==> src/mpq_pkg.sv <==
`timescale 1ns / 1ps

package mpq_pkg;

    localparam int CAPACITY = 16;
    localparam int CNT_W = $clog2(CAPACITY + 1);
    localparam int VALUE_W = 32;
    localparam int PRI_W = 8;
    localparam int COUNT_OUT_W = 5;

    localparam logic OP_ENQUEUE = 1'b0;
    localparam logic OP_DEQUEUE = 1'b1;

    typedef enum logic [1:0] {
        ST_OK    = 2'd0,
        ST_FULL  = 2'd1,
        ST_EMPTY = 2'd2
    } status_t;

    typedef struct packed {
        logic                      valid;
        logic [PRI_W-1:0]          pri;
        logic signed [VALUE_W-1:0] value;
    } cell_t;

    typedef struct packed {
        logic                      enq;
        logic                      deq;
        logic [PRI_W-1:0]          pri;
        logic signed [VALUE_W-1:0] value;
    } cell_ctrl_t;

endpackage

==> src/mpq_cell.sv <==
`timescale 1ns / 1ps

module mpq_cell (
    input  logic               clk,
    input  logic               rst_n,
    input  mpq_pkg::cell_ctrl_t ctrl,
    input  mpq_pkg::cell_t     left_cell,
    input  logic               left_go,
    input  mpq_pkg::cell_t     right_cell,
    output mpq_pkg::cell_t     slot,
    output logic               go
);

    logic                              valid_reg;
    logic                              valid_next;
    logic [mpq_pkg::PRI_W-1:0]         pri_reg;
    logic [mpq_pkg::PRI_W-1:0]         pri_next;
    logic signed [mpq_pkg::VALUE_W-1:0] value_reg;
    logic signed [mpq_pkg::VALUE_W-1:0] value_next;

    // A new entry belongs at or before this cell when the cell is free or holds a
    // strictly larger priority number, so equal priorities keep insertion order.
    assign go = !valid_reg || (ctrl.pri < pri_reg);

    assign slot.valid = valid_reg;
    assign slot.pri   = pri_reg;
    assign slot.value = value_reg;

    always_comb
    begin
        valid_next = valid_reg;
        pri_next   = pri_reg;
        value_next = value_reg;
        if (ctrl.enq && go)
        begin
            if (left_go)
            begin
                valid_next = left_cell.valid;
                pri_next   = left_cell.pri;
                value_next = left_cell.value;
            end
            else
            begin
                valid_next = 1'b1;
                pri_next   = ctrl.pri;
                value_next = ctrl.value;
            end
        end
        else if (ctrl.deq)
        begin
            valid_next = right_cell.valid;
            pri_next   = right_cell.pri;
            value_next = right_cell.value;
        end
    end

    always_ff @(posedge clk or negedge rst_n)
    begin
        if (!rst_n)
        begin
            valid_reg <= 1'b0;
        end
        else
        begin
            valid_reg <= valid_next;
        end
    end

    always_ff @(posedge clk)
    begin
        pri_reg   <= pri_next;
        value_reg <= value_next;
    end

endmodule

==> src/min_priority_queue.sv <==
`timescale 1ns / 1ps

// Bounded min-first priority queue built as a sorted row of cells, one entry per
// cell, with the smallest priority number always in the head cell. Every cycle
// each cell either keeps its entry, takes the incoming pair, or takes its
// neighbor's entry, so an enqueue or dequeue never holds the queue busy and
// busy stays low: a transaction can be started in every cycle. The result of a
// transaction appears on the cycle after start, marked by done for exactly one
// cycle; the receiver cannot stall, so it must capture each result when done is
// high. Equal priorities are served in insertion order. A dequeue on an empty
// queue returns status empty and value -1; an enqueue on a full queue is
// dropped with status full.
module min_priority_queue (
    input  logic                                clk,
    input  logic                                rst_n,
    input  logic                                start,
    output logic                                busy,
    input  logic                                opcode,
    input  logic signed [mpq_pkg::VALUE_W-1:0]  entry_value,
    input  logic [mpq_pkg::PRI_W-1:0]           entry_priority,
    output logic                                done,
    output logic [1:0]                          status,
    output logic signed [mpq_pkg::VALUE_W-1:0]  out_value,
    output logic [mpq_pkg::COUNT_OUT_W-1:0]     entry_count,
    output logic                                is_empty,
    output logic                                is_full
);

    localparam logic [mpq_pkg::CNT_W-1:0] CAP_COUNT = mpq_pkg::CNT_W'(mpq_pkg::CAPACITY);
    localparam logic [mpq_pkg::CNT_W-1:0] CNT_ONE = mpq_pkg::CNT_W'(1);

    logic                                 accept;
    logic                                 full;
    logic                                 empty;
    logic [mpq_pkg::CNT_W-1:0]            count_reg;
    logic [mpq_pkg::CNT_W-1:0]            count_next;
    logic                                 done_reg;
    mpq_pkg::status_t                     status_reg;
    mpq_pkg::status_t                     status_next;
    logic signed [mpq_pkg::VALUE_W-1:0]   value_reg;
    logic signed [mpq_pkg::VALUE_W-1:0]   value_next;
    logic [mpq_pkg::COUNT_OUT_W-1:0]      entry_count_reg;
    logic                                 is_empty_reg;
    logic                                 is_full_reg;
    mpq_pkg::cell_ctrl_t                  ctrl;
    mpq_pkg::cell_t                       cells [mpq_pkg::CAPACITY+1];
    logic                                 gos [mpq_pkg::CAPACITY+1];
    logic [mpq_pkg::CAPACITY-1:0]         valid_vec;

    assign busy   = 1'b0;
    assign accept = start && !busy;
    assign full   = (count_reg == CAP_COUNT);
    assign empty  = (count_reg == '0);

    assign ctrl.enq   = accept && (opcode == mpq_pkg::OP_ENQUEUE) && !full;
    assign ctrl.deq   = accept && (opcode == mpq_pkg::OP_DEQUEUE) && !empty;
    assign ctrl.pri   = entry_priority;
    assign ctrl.value = entry_value;

    // Index 0 is the free slot left of the head; index i+1 is cell i. The slot
    // right of the last cell is a separate all-zero empty entry.
    assign cells[0] = '0;
    assign gos[0]   = 1'b0;

    for (genvar i = 0; i < mpq_pkg::CAPACITY; i++)
    begin : g_cell
        mpq_pkg::cell_t right_cell;

        if (i == mpq_pkg::CAPACITY - 1)
        begin : g_last
            assign right_cell = '0;
        end
        else
        begin : g_inner
            assign right_cell = cells[i+2];
        end

        mpq_cell u_cell (
            .clk        (clk),
            .rst_n      (rst_n),
            .ctrl       (ctrl),
            .left_cell  (cells[i]),
            .left_go    (gos[i]),
            .right_cell (right_cell),
            .slot       (cells[i+1]),
            .go         (gos[i+1])
        );

        assign valid_vec[i] = cells[i+1].valid;
    end

    always_comb
    begin
        count_next  = count_reg;
        status_next = mpq_pkg::ST_OK;
        value_next  = '0;
        if (opcode == mpq_pkg::OP_ENQUEUE)
        begin
            if (full)
            begin
                status_next = mpq_pkg::ST_FULL;
            end
            else
            begin
                count_next = count_reg + CNT_ONE;
            end
        end
        else
        begin
            if (empty)
            begin
                status_next = mpq_pkg::ST_EMPTY;
                value_next  = '1;
            end
            else
            begin
                value_next = cells[1].value;
                count_next = count_reg - CNT_ONE;
            end
        end
    end

    always_ff @(posedge clk or negedge rst_n)
    begin
        if (!rst_n)
        begin
            count_reg <= '0;
            done_reg  <= 1'b0;
        end
        else
        begin
            done_reg <= accept;
            if (accept)
            begin
                count_reg <= count_next;
            end
        end
    end

    always_ff @(posedge clk)
    begin
        if (accept)
        begin
            status_reg      <= status_next;
            value_reg       <= value_next;
            entry_count_reg <= mpq_pkg::COUNT_OUT_W'(count_next);
            is_empty_reg    <= (count_next == '0);
            is_full_reg     <= (count_next == CAP_COUNT);
        end
    end

    assign done        = done_reg;
    assign status      = status_reg;
    assign out_value   = value_reg;
    assign entry_count = entry_count_reg;
    assign is_empty    = is_empty_reg;
    assign is_full     = is_full_reg;

`ifndef ASSERT_OFF
    a_done_follows_accept: assert property (@(posedge clk) disable iff (!rst_n)
        done == $past(accept))
        else $error("Result strobe does not match the accepted transaction.");

    a_count_matches_cells: assert property (@(posedge clk) disable iff (!rst_n)
        $countones(valid_vec) == count_reg)
        else $error("Occupied cells disagree with the entry count.");

    a_flags_exclusive: assert property (@(posedge clk) disable iff (!rst_n)
        done |-> !(is_empty && is_full))
        else $error("Result reports empty and full together.");

    a_full_reject_keeps_count: assert property (@(posedge clk) disable iff (!rst_n)
        (accept && opcode == mpq_pkg::OP_ENQUEUE && full) |=> $stable(count_reg))
        else $error("Rejected enqueue changed the entry count.");
`endif

endmodule
==> config.mk <==
export PLATFORM = sky130hd
export DESIGN_NAME = min_priority_queue
export DESIGN_NICKNAME = d
export VERILOG_FILES = /design/src/mpq_pkg.sv /design/src/mpq_cell.sv /design/src/min_priority_queue.sv
export SDC_FILE = /design/constraint.sdc
export NUM_CORES = 2
export LEC_CHECK = 0
export BUFFER_PORTS_ARGS = -buffer_cell sky130_fd_sc_hd__clkbuf_2
export CAP_MARGIN = 10
export CORE_UTILIZATION = 60
export DETAILED_ROUTE_END_ITERATION = 7
export GPL_TIMING_DRIVEN = 1
export PLACE_DENSITY = 0.77
export REMOVE_ABC_BUFFERS = 1
export SLEW_MARGIN = 20
export SYNTH_ARGS = -nofsm -noshare
export SYNTH_HDL_FRONTEND = slang
export SYNTH_HIERARCHICAL = 1
export SYNTH_SLANG_ARGS = --single-unit
==> constraint.sdc <==
create_clock -name clk -period 4.7 [get_ports clk]
set_clock_uncertainty 0.15 [all_clocks]
set_input_delay 0.235 -clock clk [delete_from_list [all_inputs] [get_ports clk]]
set_output_delay 0.235 -clock clk [all_outputs]
set_load 0.01 [all_outputs]
==> flow_metrics.py <==
metrics = {
    "run_status": {
        "outcome": "complete, no violations",
    },
    "grt": {
        "grt_pass1_vias": 23900,
        "grt_max_degree": 50,
        "antenna_found_initial": 3,
        "grt_pass1_wl_mm": 133,
        "grt_overflow_total": 0,
        "grt_usage": 0.236,
    },
    "detailed_routing": {
        "viasPerCell": 5.90,
        "drt-initial-drc-count": 1293,
        "ant_nets": 0,
        "vias": 22500,
        "avgRoutedWirePerCell_microns": 21.4,
        "wl_mm": 81.6,
        "drc": 0,
        "firstDrtPassIters": 7,
    },
    "pwr": {
        "intPower_mw": 22.1,
        "powerDensity_mw_per_mm2": 728,
        "power.switching_mw": 10.4,
        "clkPwrFrac": 0.173,
        "peakVddDrop_uv": 387,
        "seqPwrFrac": 0.412,
        "p_leak_nw": 16.6,
        "pwr-share-comb": 0.414,
        "p_total_mw": 32.6,
        "switching_share": 0.321,
    },
    "timing": {
        "drv_slew": 0,
        "fin_crit_sh": 0.781,
        "fin_tns_setup_ns": 0,
        "final.min_clock_period_ns": 3.67,
        "slew_headroom": 0.273,
        "setup_viol": 0,
        "rsz0062_at_grt": "no",
        "finalHoldViolations": 0,
        "tightest_slew_ns": 1.09,
        "fmax_mhz": 272,
    },
    "worst_setup_path": {
        "slowest_stage": "buf_4",
        "cpPeakStageDelay_ns": 0.51,
        "worst-setup-path-type": "flop to flop",
        "endpoint_kind": "flop",
        "crit_arrival_ns": 3.89,
        "worstPathMaxFanout": 33,
        "r2r_start": "count_reg[0]",
        "r2r_setup_slack_ns": 1.03,
        "reg2reg_depth": 10,
        "cp_data_required_time_ns": 4.91,
        "startpoint_type": "flop",
        "rr_endpoint": "g_cell[1].u_cell/value_reg[28]",
        "cp_cell_sequence": "inv_1 > ha_1 > nor3b_1 > nand2_1 > and3b_1 > buf_4 > inv_1 > o21ai_4 > buf_4 > mux2_1",
    },
    "die": {
        "dieHeight_microns": 264,
        "row_count": 95,
        "num_io_pins": 87,
        "fp.dieW_microns": 264,
        "floorplan.initialDensity": 0.611,
        "die_area_sq_mm": 0.0699,
        "fp.coreArea_sq_mm": 0.0676,
    },
    "hold_path": {
        "hp-class": "input port to flop",
        "min_to": "done",
        "holdPathStages": 2,
        "hold_start": "start",
    },
    "cts": {
        "root_buffer": "clkbuf_16",
        "cts_buffers": 76,
        "cts_max_path_buffers": 3,
        "clk_transition_reported_paths_ns": 0.06,
        "cts_tree": "done",
        "clock-sinks": 703,
        "h-tree-depth": 3,
        "ctsResizeCount": 0,
        "clock_latency_ns": 0.62,
    },
    "logic_synthesis": {
        "synth-warning-count": 6,
        "syn-cell-area_sq_mm": 0.0413,
        "synth_cells": 2762,
        "syn_avg_cell_area_sq_um": 15.0,
    },
    "cells_and_area": {
        "largest_reg_flops": 512,
        "area_growth_pct": 8.26,
        "drive_gt1_frac": 0.322,
        "fin_nets": 3044,
    },
    "placed_design": {
        "io_buffers": 85,
        "gp_congestion": 0.833,
        "hpwlAfterDp_mm": 59.7,
    },
    "job": {
        "cap_violations": 0,
    },
}
## routing by layer
layer / vias to the layer above / track usage / share of wire
li1: 10800 / - / -
met1: 11100 / 0.341 / 0.49
met2: 484 / 0.376 / 0.45
met3: 130 / 0.0295 / 0.039
met4: 0 / 0.0643 / 0.023
met5: - / 0 / 0
## metrics by stage
stage	setup WS [ns]	hold slack, ns	instances	area, sq um	util
floorplan	0.432	-0.211	2672	40400	-
global placement	0.867	0.178	3680	42400	0.627
detailed placement	0.825	0.198	3680	42400	0.627
CTS	1.05	0.0146	3816	44700	0.661
global route	0.842	0.0303	3818	44700	0.662
finish	1.03	0.0246	3818	44700	0.662
## cell usage in the layout, fill, tap and decap left out, types with 17 or more instances in the layout
cell and count:
mux2i_1 35, nand2b_1 19, conb_1 84, clkbuf_2 85
o211ai_1 17, ha_1 114, buf_4 48, clkbuf_1 21
o21a_1 64, a21oi_1 17, mux2_2 644, dfrtp_1 22
edfxtp_1 681, nor2_1 21, clkbuf_16 78, nand4_1 17
nor2b_1 18, inv_1 130, mux2_1 640
## cell type report
class	count	area, sq um
Antenna cell	2	5.00
Clock buffer	101	2060
Clock inverter	34	259
Fill cell	4861	22900
Inverter	130	488
Multi-Input combinational cell	1839	19000
Sequential cell	703	21000
Tap cell	873	1090
Timing Repair Buffer	136	836
## how the worst max path moves through the flow
stage / from / endpoint / slack, ns
after detailed placement: entry_priority[5] / g_cell[14].u_cell/value_reg[12] / 0.83
after CTS: count_reg[0] / g_cell[1].u_cell/value_reg[28] / 1.05
final: count_reg[0] / g_cell[1].u_cell/value_reg[28] / 1.03
after global placement: entry_priority[5] / g_cell[14].u_cell/value_reg[12] / 0.87
after floorplan: count_reg[0] / g_cell[0].u_cell/pri_reg[0] / 0.43
after global routing: count_reg[0] / g_cell[1].u_cell/value_reg[28] / 0.84
## critical path, delay by kind of cell, from the launching register on
| kind | cells | cell delay [ns] |
|---|---|---|
| compound gates | 1 | 0.41 |
| mux | 1 | 0.39 |
| buf+inv | 4 | 1.16 |
| simple gates | 3 | 0.49 |
| fa+ha+maj | 1 | 0.30 |
| flops | 1 | 0.48 |
## power by group through the flow
stage	sequential, mW	combinational [mW]	clock [mW]
after floorplan	12.4	11.0	0
after global placement	13.4	12.9	0
after detailed placement	13.5	13.5	0
final	13.4	13.5	5.65
after CTS	13.4	13.6	5.79
after global routing	13.8	14.8	6.01
## what timing repair did
| item | 4_1_cts | 5_1_grt |
|---|---|---|
| setup buffers | 0 | 0 |
| hold buffers | 1 | 0 |
| hold endpoints to repair | 22 | 0 |
Power figures use the tool's default switching activity.
